<file path="src/rtl/windowed_min_clock_offset_defines.svh">
// ----------------------------------------------------------------------------
// Assertion macros for the windowed minimum clock offset filter
// Short wrappers around concurrent assertions clocked on clock, off in reset.
// ----------------------------------------------------------------------------
`ifndef WINDOWED_MIN_CLOCK_OFFSET_DEFINES_SVH
`define WINDOWED_MIN_CLOCK_OFFSET_DEFINES_SVH

// antecedent holds -> consequent holds in the same cycle
`define WMCO_ASSERT_NOW(label, cond, conseq, msg) \
   label: assert property (@(posedge clock) disable iff (reset) \
      (cond) |-> (conseq)) else $error(msg);

// antecedent holds -> consequent holds in the next cycle
`define WMCO_ASSERT_NEXT(label, cond, conseq, msg) \
   label: assert property (@(posedge clock) disable iff (reset) \
      (cond) |=> (conseq)) else $error(msg);

`endif

</file>
<file path="src/rtl/wmco_pkg.sv">
// ----------------------------------------------------------------------------
// wmco_pkg
// Types and constants of the windowed minimum clock offset filter.
// ----------------------------------------------------------------------------
package wmco_pkg;

   // transaction kinds; code 3 is unused and ignored
   typedef enum logic [1:0] {
      FUNC_FRAME  = 2'd0,
      FUNC_REBASE = 2'd1,
      FUNC_QUERY  = 2'd2
   } func_type;

   // configuration register indexes
   typedef enum logic {
      CSR_REFRESH_WINDOW = 1'b0,
      CSR_ROUND_TRIP     = 1'b1
   } csr_index_type;

   localparam int          TIME_BITS_DEFAULT   = 64;
   localparam logic [31:0] REFRESH_WINDOW_INIT = 32'd10_000_000;
   localparam logic [31:0] ROUND_TRIP_INIT     = 32'd0;
   localparam logic [31:0] LATENCY_SAT         = 32'hFFFF_FFFF;

endpackage

</file>
<file path="src/rtl/windowed_min_clock_offset.sv">
// ----------------------------------------------------------------------------
// windowed_min_clock_offset
// Tracks the host-to-local clock offset with a windowed minimum filter and
// answers latency queries.
//
// Usage:
//  - req channel: req_func selects frame sample, rebase or latency query;
//    host and local timestamps come with it. Only queries produce a
//    transaction on the rsp channel (rsp_latency_us); the others only
//    update the offset state.
//  - csr port: refresh_window_us (index 0) and round_trip_us (index 1); the
//    user must write them only while idle, the block does not enforce it.
//  - Path: an accepted query passes through the input register and then the
//    result register, which drives rsp_valid.
//  - Throughput: one transaction per cycle, unless a query waits on rsp_stall.
//    The offset and window state is read and rewritten in the same cycle, so
//    back-to-back items see each other's updates with no bubble.
//  - Stall: while rsp_stall holds a waiting result, non-query items keep
//    flowing; a query in the input register waits and req_stall rises.
//  - Reset (synchronous): drops all items in flight, forgets the offset and
//    window, and reloads the register defaults.
// ----------------------------------------------------------------------------
`include "windowed_min_clock_offset_defines.svh"

module windowed_min_clock_offset #(
   parameter int TIME_BITS = wmco_pkg::TIME_BITS_DEFAULT
) (
   input  logic        clock,
   input  logic        reset,
   // request channel
   input  logic        req_valid,
   output logic        req_stall,
   input  logic [1:0]  req_func,
   input  logic [63:0] req_host_time_us,
   input  logic [63:0] req_local_time_us,
   // response channel
   output logic        rsp_valid,
   input  logic        rsp_stall,
   output logic [31:0] rsp_latency_us,
   // configuration write port
   input  logic        csr_we,
   input  logic        csr_index,
   input  logic [31:0] csr_wdata
);

   // estimate = sample + half - offset needs two bits over TIME_BITS
   localparam int SUM_W = TIME_BITS + 2;

   // configuration
   logic [31:0] refresh_window_ff;
   logic [31:0] round_trip_ff;

   // input register
   logic                 s1_valid_ff, s1_valid_in;
   logic [1:0]           s1_func_ff;
   logic [TIME_BITS-1:0] s1_sample_ff;
   logic [TIME_BITS-1:0] s1_local_ff;

   // filter state
   logic [TIME_BITS-1:0] offset_ff, offset_in;
   logic [TIME_BITS-1:0] win_min_ff, win_min_in;
   logic [TIME_BITS-1:0] win_start_ff, win_start_in;
   logic                 offset_known_ff, offset_known_in;
   logic                 win_min_known_ff, win_min_known_in;

   // result register
   logic        rsp_valid_ff, rsp_valid_in;
   logic [31:0] rsp_latency_ff, rsp_latency_in;

   logic req_accept;
   logic s1_is_query;
   logic s1_advance;

   // ---------------------------------------------------------------------------
   // handshake: a query may only leave the input register when the result
   // register is free or draining; other kinds always leave.
   // ---------------------------------------------------------------------------
   assign s1_is_query = (s1_func_ff == wmco_pkg::FUNC_QUERY);
   assign s1_advance  = s1_valid_ff && (!s1_is_query || !rsp_valid_ff || !rsp_stall);
   assign req_stall   = s1_valid_ff && !s1_advance;
   assign req_accept  = req_valid && !req_stall;

   assign s1_valid_in = req_accept ? 1'b1 : (s1_advance ? 1'b0 : s1_valid_ff);

   // ---------------------------------------------------------------------------
   // filter update and latency estimate, one item per cycle unless a query is held
   // ---------------------------------------------------------------------------
   logic                 smp_lt_wmin, smp_lt_off;
   logic [TIME_BITS-1:0] wmin_new;
   logic [TIME_BITS-1:0] off_new;
   logic [TIME_BITS-1:0] start_new;
   logic [TIME_BITS-1:0] age;
   logic [TIME_BITS+31:0] age_wide, refresh_wide;
   logic                 expired;
   logic signed [SUM_W-1:0] smp_ext, half_ext, off_ext, est_sum, sat_ext;

   always_comb begin
      // frame: window minimum tracks the smallest sample, offset follows
      // any smaller sample immediately
      smp_lt_wmin = $signed(s1_sample_ff) < $signed(win_min_ff);
      smp_lt_off  = $signed(s1_sample_ff) < $signed(offset_ff);
      wmin_new    = (!win_min_known_ff || smp_lt_wmin) ? s1_sample_ff : win_min_ff;
      off_new     = (!offset_known_ff || smp_lt_off) ? s1_sample_ff : offset_ff;
      start_new   = offset_known_ff ? win_start_ff : s1_local_ff;

      // window age, modulo 2^TIME_BITS; zero on the seeding sample
      age          = s1_local_ff - start_new;
      age_wide     = {32'd0, age};
      refresh_wide = {{TIME_BITS{1'b0}}, refresh_window_ff};
      expired      = (age_wide >= refresh_wide);

      offset_in        = offset_ff;
      win_min_in       = win_min_ff;
      win_start_in     = win_start_ff;
      offset_known_in  = offset_known_ff;
      win_min_known_in = win_min_known_ff;

      if (s1_advance) begin
         case (s1_func_ff)
            wmco_pkg::FUNC_FRAME: begin
               offset_known_in = 1'b1;
               win_min_in      = wmin_new;
               if (expired) begin
                  // window ran out: its minimum becomes the offset
                  offset_in        = wmin_new;
                  win_start_in     = s1_local_ff;
                  win_min_known_in = 1'b0;
               end else begin
                  offset_in        = off_new;
                  win_start_in     = start_new;
                  win_min_known_in = 1'b1;
               end
            end
            wmco_pkg::FUNC_REBASE: begin
               offset_in        = s1_sample_ff;
               win_min_in       = s1_sample_ff;
               win_start_in     = s1_local_ff;
               offset_known_in  = 1'b1;
               win_min_known_in = 1'b1;
            end
            default: begin
               // query and unused code leave the state alone
            end
         endcase
      end

      // exact estimate: sample - offset + round_trip / 2
      smp_ext  = {{2{s1_sample_ff[TIME_BITS-1]}}, s1_sample_ff};
      off_ext  = {{2{offset_ff[TIME_BITS-1]}}, offset_ff};
      half_ext = {{(SUM_W-31){1'b0}}, round_trip_ff[31:1]};
      sat_ext  = {{(SUM_W-32){1'b0}}, wmco_pkg::LATENCY_SAT};
      est_sum  = smp_ext + half_ext - off_ext;

      if (!offset_known_ff || est_sum <= $signed({SUM_W{1'b0}})) begin
         rsp_latency_in = 32'd0;
      end else if (est_sum > sat_ext) begin
         rsp_latency_in = wmco_pkg::LATENCY_SAT;
      end else begin
         rsp_latency_in = est_sum[31:0];
      end

      if (s1_advance && s1_is_query) begin
         rsp_valid_in = 1'b1;
      end else begin
         rsp_valid_in = rsp_valid_ff && rsp_stall;
      end
   end

   // ---------------------------------------------------------------------------
   // registers
   // ---------------------------------------------------------------------------
   always_ff @(posedge clock) begin
      if (reset) begin
         refresh_window_ff <= wmco_pkg::REFRESH_WINDOW_INIT;
         round_trip_ff     <= wmco_pkg::ROUND_TRIP_INIT;
         s1_valid_ff       <= 1'b0;
         rsp_valid_ff      <= 1'b0;
         offset_ff         <= '0;
         win_min_ff        <= '0;
         win_start_ff      <= '0;
         offset_known_ff   <= 1'b0;
         win_min_known_ff  <= 1'b0;
      end else begin
         if (csr_we) begin
            case (csr_index)
               wmco_pkg::CSR_REFRESH_WINDOW: refresh_window_ff <= csr_wdata;
               wmco_pkg::CSR_ROUND_TRIP:     round_trip_ff     <= csr_wdata;
               default: begin
               end
            endcase
         end
         s1_valid_ff      <= s1_valid_in;
         rsp_valid_ff     <= rsp_valid_in;
         offset_ff        <= offset_in;
         win_min_ff       <= win_min_in;
         win_start_ff     <= win_start_in;
         offset_known_ff  <= offset_known_in;
         win_min_known_ff <= win_min_known_in;
      end
   end

   // payload registers, no reset
   always_ff @(posedge clock) begin
      if (req_accept) begin
         s1_func_ff   <= req_func;
         s1_sample_ff <= req_local_time_us[TIME_BITS-1:0] - req_host_time_us[TIME_BITS-1:0];
         s1_local_ff  <= req_local_time_us[TIME_BITS-1:0];
      end
      if (s1_advance && s1_is_query) begin
         rsp_latency_ff <= rsp_latency_in;
      end
   end

   assign rsp_valid      = rsp_valid_ff;
   assign rsp_latency_us = rsp_latency_ff;

   // ---------------------------------------------------------------------------
   // assertions
   // ---------------------------------------------------------------------------
   `WMCO_ASSERT_NEXT(a_query_gives_result, s1_advance && s1_is_query, rsp_valid,
      "query left input register without producing a result")
   `WMCO_ASSERT_NOW(a_query_held_on_stall,
      s1_valid_ff && s1_is_query && rsp_valid_ff && rsp_stall, req_stall,
      "query overran a stalled result")
   `WMCO_ASSERT_NEXT(a_offset_known_after_update,
      s1_advance && (s1_func_ff == wmco_pkg::FUNC_FRAME ||
                     s1_func_ff == wmco_pkg::FUNC_REBASE),
      offset_known_ff, "offset not known after frame or rebase")
   `WMCO_ASSERT_NEXT(a_zero_without_offset,
      s1_advance && s1_is_query && !offset_known_ff, rsp_latency_us == 32'd0,
      "nonzero latency with no known offset")

endmodule
</file>
<file path="config.mk">
export PLATFORM = sky130hd
export DESIGN_NAME = windowed_min_clock_offset
export DESIGN_NICKNAME = d
export VERILOG_FILES = /design/src/rtl/wmco_pkg.sv /design/src/rtl/windowed_min_clock_offset.sv
export VERILOG_INCLUDE_DIRS = /design/src /design/src/rtl
export SDC_FILE = /design/constraint.sdc
export NUM_CORES = 2
export LEC_CHECK = 0
export ABC_CLOCK_PERIOD_IN_PS = 10700
export BUFFER_PORTS_ARGS = -buffer_cell sky130_fd_sc_hd__buf_2
export CORE_MARGIN = 1.5
export CORE_UTILIZATION = 45
export CTS_BUF_LIST = sky130_fd_sc_hd__clkbuf_2
export CTS_CLUSTER_DIAMETER = 40
export DETAILED_ROUTE_END_ITERATION = 8
export PLACE_DENSITY_LB_ADDON = 0.08
export SYNTH_ARGS = -nofsm -noshare
export SYNTH_HDL_FRONTEND = slang
export SYNTH_SLANG_ARGS = --single-unit
export TNS_END_PERCENT = 100
</file>
<file path="constraint.sdc">
create_clock -name clock -period 10.7 [get_ports clock]
set_input_delay 1.07 -clock clock [delete_from_list [all_inputs] [get_ports clock]]
set_output_delay 1.07 -clock clock [all_outputs]
set_load 0.005 [all_outputs]
</file>
# Word level (Yosys, flattened, before mapping)
# Cells that the tools add are included.
# word_totals
in_bits	168
output_inout_bits	34
wordCells	66
regBits	422
# classes
bitwise	1
eq_ne	3
reduce_logical	26
magnitude_cmp	5
muxes	14
add_sub_neg	4
# op_table
operator	n
64-bit one-hot mux with 2 select lines	3
64-bit 2-to-1 mux	5
64-bit less-than comparator	2
64-bit subtractor	2
66-bit by 33-bit > comparator with 1-bit output (second input constant)	1
66-bit by 1-bit less-or-equal comparator with 1-bit output (second input constant)	1
65-bit by 64-bit subtractor with 66-bit output	1
64-bit by 32-bit adder with 65-bit output	1
64-bit by 32-bit >= comparator with 1-bit output	1
32-bit 2-to-1 mux	1
2-bit AND reduction	4
1-bit logical NOT	7
1-bit logical AND	5
1-bit logical OR	5
1-bit 2-to-1 mux	4
2-bit nonzero test	2
3-bit != test (second input constant)	1
3-bit AND reduction	1
2-bit by 1-bit == test with 1-bit output (second input constant)	1
2-bit == test (second input constant)	1
2-bit logical NOT	1
1-bit one-hot mux with 2 select lines	1
2-bit OR reduction	1
1-bit NOT	1

# Longest topological paths before layout
# logic_depth
depth_word	10
depth_mapped	32
depth_no_buf	27

# Worst setup path after synthesis
# Ideal clock, no wire load.
# synth_timing
path_type	input to register
startpoint	in rsp_stall
endpoint	reg s1_func_ff[0] (enable)
path_buffers	0
stages	3
t_arrival_ps	6974
setup_time_ps	637
required_time_ps	10063
setup_slack_ps	3090
cell_sequence	nand2_1 -> nor2_1 -> nor2b_1
# synth_between
elab_chain_len	7
# synth_lines
item	line_no	source
start, declared	windowed_min_clock_offset.sv:38	input logic rsp_stall,
1-bit logical NOT	windowed_min_clock_offset.sv:79	assign s1_advance = s1_valid_ff && (!s1_is_query || !rsp_valid_ff || !rsp_stall);
1-bit logical OR	windowed_min_clock_offset.sv:79	
1-bit logical AND	windowed_min_clock_offset.sv:79	
1-bit logical NOT	windowed_min_clock_offset.sv:80	assign req_stall = s1_valid_ff && !s1_advance;
1-bit logical AND	windowed_min_clock_offset.sv:80	
via req_stall	windowed_min_clock_offset.sv:32	output logic req_stall,
1-bit logical NOT	windowed_min_clock_offset.sv:81	assign req_accept = req_valid && !req_stall;
1-bit logical AND	windowed_min_clock_offset.sv:81	
via req_accept	windowed_min_clock_offset.sv:70	logic req_accept;
end signal, assigned	windowed_min_clock_offset.sv:205	s1_func_ff <= req_func;
end, declared	windowed_min_clock_offset.sv:55	logic [1:0] s1_func_ff;
# The timed path passes the listed nets, and every way through them passes these cells.
# A chain may end at the register's enable or synchronous reset.

# Final worst setup path
# layout_timing
startpoint	reg offset_known_ff
endpoint	reg offset_ff[59]
# layout_between
elab_chain_len	5
word_cells_on_any_way	9
cone_classes	1 x add/sub; 1 x order compare; 1 x eq/ne; 3 x mux; 3 x reduce/logical
# layout_lines
item	line_no	source
start, declared	windowed_min_clock_offset.sv:63	logic offset_known_ff, offset_known_in;
start signal, assigned	windowed_min_clock_offset.sv:197	offset_known_ff <= offset_known_in;
64-bit 2-to-1 mux	windowed_min_clock_offset.sv:104	start_new = offset_known_ff ? win_start_ff : s1_local_ff;
64-bit subtractor	windowed_min_clock_offset.sv:107	age = s1_local_ff - start_new;
64-bit by 32-bit >= comparator with 1-bit output	windowed_min_clock_offset.sv:110	expired = (age_wide >= refresh_wide);
3-bit != test (no source line) or 64-bit 2-to-1 mux (tied branches)	n/a	
3-bit AND reduction (no source line) or 64-bit one-hot mux with 2 select lines (tied branches)	n/a	
end signal, assigned	windowed_min_clock_offset.sv:194	offset_ff <= offset_in;
end, declared	windowed_min_clock_offset.sv:60	logic [TIME_BITS-1:0] offset_ff, offset_in;
# Several ways; a longest one is shown, not always the timed one.

==> impl_metrics.env <==
export IMPL_yosysMostFrequentCell="inv_1"
export IMPL_synth_largest_area_cell="dfxtp_1"
export IMPL_ys_warnings_count=0
export IMPL_synth_nets=4538
export IMPL_drc=0
export IMPL_slew_viol_final=0
export IMPL_power_frac_comb_pct=42.0
export IMPL_ir_worst_vdd_v=0.0000629
export IMPL_grt_pass1_vias=27400
export IMPL_hold_viol_final=0
export IMPL_placed_area_um2=34800
export IMPL_timing_hold_ws_ns=0.117
export IMPL_grt_overflow=0
export IMPL_cp_end_kind="flop"
export IMPL_drive_gt1_share_pct=12.4
export IMPL_htreeDepth=3
export IMPL_clk_latency_ns=1.18
export IMPL_grt_pass1_wl_mm=154
export IMPL_crit_arrival_ns=9.21
export IMPL_p_per_area_nw_per_um2=149
export IMPL_synth_edff_count=162
export IMPL_fp_coreArea_um2=73000
export IMPL_crit_path_start_kind="flop"
export IMPL_worstMarginPinSlew_ns=1.21
export IMPL_p_sw_share_pct=41.0
export IMPL_cp_cell_sequence="buf_4 > mux2i_1 > ha_1 > nand4_1 > a2111oi_0 > nor3_2 > a31oi_1 > xor2_1 > ha_1 > nand4_1 > nor3_1 > a32oi_1 > o2111ai_1 > nor4_1 > o2111ai_1 > nor4_1 > nand4_1 > or4_1 > nor4_4 > a41o_4 > buf_4 > a31oi_1 > a221oi_2"
export IMPL_worstSetupPathType="flop to flop"
export IMPL_p_clk_share_pct=22.9
export IMPL_min_path_type="input pin to flop"
export IMPL_clock_sinks=421
export IMPL_synth_main_ff_cell="dfxtp_1"
export IMPL_crit_fanout=52
export IMPL_rsz0062_at_grt="false"
export IMPL_place_ws_ns=2.63
export IMPL_cpPeakStageDelay_ns=0.95
export IMPL_relSlewSlack_pct=19.3
export IMPL_crit_top_cell="nand4_1"
export IMPL_syn_avg_cell_area_um2=8.35
export IMPL_tritoncts="done"
export IMPL_clockBufferDepth=3
export IMPL_io_pins=202
export IMPL_vias_per_cell=5.60
export IMPL_area_growth_synth_to_final_pct=9.01
export IMPL_cap_violations=0
export IMPL_fin_ws_ns=2.50
export IMPL_die_w_um=274
export IMPL_track_usage_pct=25.9
export IMPL_synth_common_cells="inv_1, a21oi_1, nor2_1"
export IMPL_cp_slowest_cell="a2111oi_0"
export IMPL_cts_root_buf="clkbuf_2"
export IMPL_cts_buffers_inserted=113
export IMPL_ant_nets=0
export IMPL_final_util_pct=49.5
export IMPL_setup_total_negative_slack_ns=0
export IMPL_initial_core_util_pct=45.4
export IMPL_netlist_instances=3971
export IMPL_setup_viol=0
export IMPL_wire_per_inst_um=19.0
export IMPL_required_ns=11.71
export IMPL_nets=4715
export IMPL_p_seq_share_pct=35.1
export IMPL_clkTransAtPathRegs_ns=0.10
export IMPL_synthesis_area_um2=33100
export IMPL_status="finished, final reports clean"
export IMPL_final_cell_area_um2=36100
export IMPL_timing_fmax_mhz=122
export IMPL_hold_depth=1
export IMPL_period_needed_ns=8.20
export IMPL_yosysTopAreaCellShare_pct=15.6
export IMPL_dieArea_um2=75300
export IMPL_leakage_uw=0.0157
export IMPL_io_buffers=201
export IMPL_dr_first_iter_drc_count=2140
export IMPL_drt_pass1_iterations=6
export IMPL_internal_power_uw=3180
export IMPL_fin_skew_ns=0.106
export IMPL_routed_wl_mm=99.0
export IMPL_vias=29200
export IMPL_fp_dieH_um=274
export IMPL_place_congestion=0.942
export IMPL_p_sw_uw=2210
export IMPL_antenna_found_initial=2
export IMPL_ys_ff_latch=421
export IMPL_synth_distinct_cells=90
export IMPL_fin_crit_sh_pct=76.6
export IMPL_grt_max_degree=103
export IMPL_async_flop_share_pct=0
export IMPL_ff2ff_path_depth=23
export IMPL_dp_hpwl_mm=78.1
export IMPL_yosysSeqAreaShare_pct=30.3
export IMPL_row_count=99
export IMPL_ys_top_cells_by_area="dfxtp_1, edfxtp_1, ha_1"
[stage by stage]
stage	std cells	total power, uW
finish	5207	5390
global route	5207	5780
CTS	5206	5410
detailed placement	4968	4140
global placement	4968	4150
floorplan	3971	3520
[worst paths after layout]
path | slack [ns] | from | end
max reg2reg | 2.50 | offset_known_ff$_SDFFE_PP0P_ | offset_ff[59]$_SDFFE_PP0P_
min reg2reg | 0.46 | round_trip_ff[22]$_SDFFE_PP0P_ | round_trip_ff[22]$_SDFFE_PP0P_
max | 2.50 | offset_known_ff$_SDFFE_PP0P_ | offset_ff[59]$_SDFFE_PP0P_
min | 0.12 | req_local_time_us[27] | s1_local_ff[27]$_DFFE_PP_
[registers in the layout (all words and copies together) (netlist names), 2 cells and up]
| signal | count |
|---|---|
| offset_ff | 64 |
| s1_local_ff | 64 |
| s1_sample_ff | 64 |
| win_min_ff | 64 |
| win_start_ff | 64 |
| refresh_window_ff | 32 |
| rsp_latency_us | 32 |
| round_trip_ff | 31 |
| s1_func_ff | 2 |
[cells in the final DEF, fill, tap and decap left out, types with 117 or more instances in the layout]
| cell type | Yosys | routed |
|---|---|---|
| inv_1 | 441 | 441 |
| a21oi_1 | 412 | 410 |
| nor2_1 | 389 | 389 |
| ha_1 | 350 | 350 |
| nand2_1 | 305 | 304 |
| dfxtp_1 | 259 | 258 |
| o21ai_0 | 231 | 231 |
| buf_2 | 39 | 200 |
| clkbuf_2 | 0 | 191 |
| edfxtp_1 | 162 | 162 |
| mux2i_1 | 135 | 135 |
| a21o_1 | 117 | 117 |
[power by group through the flow]
stage / Combinational, uW / Clock [uW] / Sequential (uW)
global placement: 2220 / 0 / 1920
CTS: 2240 / 1280 / 1890
finish: 2260 / 1230 / 1890
detailed placement: 2220 / 0 / 1920
global route: 2520 / 1360 / 1900
floorplan: 1640 / 0 / 1880
[layer usage]
layer  vias up  share of wire (%)  GRT usage (%)  routed length [um]
li1      14600                  -              -                   -
met1     13600                 51           39.0               50300
met2       814                 41           37.6               40800
met3       175                5.1           3.09                5030
met4         0                2.9           9.08                2920
met5         -                  0              0                   0
[cells by family (layout without fill, tap and decap cells)]
| logic type | after synthesis | in the layout | synth area share [%] |
|---|---|---|---|
| xor+xnor | 145 | 145 | 3.83 |
| mux | 138 | 138 | 4.18 |
| compound gates | 1183 | 1183 | 23.3 |
| flops | 421 | 421 | 30.3 |
| buf+inv | 621 | 897 | 7.36 |
| simple gates | 1064 | 1064 | 14.8 |
| fa+ha+maj | 399 | 399 | 16.2 |
| other cells | 0 | 1 | 0 |
[area by class of cell]
| class | instances | area [um2] |
|---|---|---|
| diodes | 1 | 2.50 |
| clock buffers | 191 | 956 |
| clock inverters | 23 | 163 |
| fillers | 7202 | 36800 |
| inverters | 441 | 1660 |
| multi-input cells | 2929 | 20700 |
| flip-flops and latches | 421 | 10100 |
| well taps | 959 | 1200 |
| repair buffers | 242 | 1380 |
[critical path: cells and delay by family (launching register included)]
| family | cells | cell delay [ns] |
|---|---|---|
| buffers and inverters | 2 | 1.32 |
| AO/OA/AOI/OAI | 8 | 2.75 |
| adder cells (fa/ha/maj) | 2 | 0.74 |
| flip-flops | 1 | 0.54 |
| AND/OR/NAND/NOR | 9 | 2.23 |
| XOR/XNOR | 1 | 0.21 |
| multiplexers | 1 | 0.20 |
[timing repair]
action	in CTS	in global routing
hold buffers	24	0
buffers inserted	0	0
gates resized for setup	0	0
endpoints found under the hold margin	24	0
Note: power is estimated with default switching activity, not from simulation.
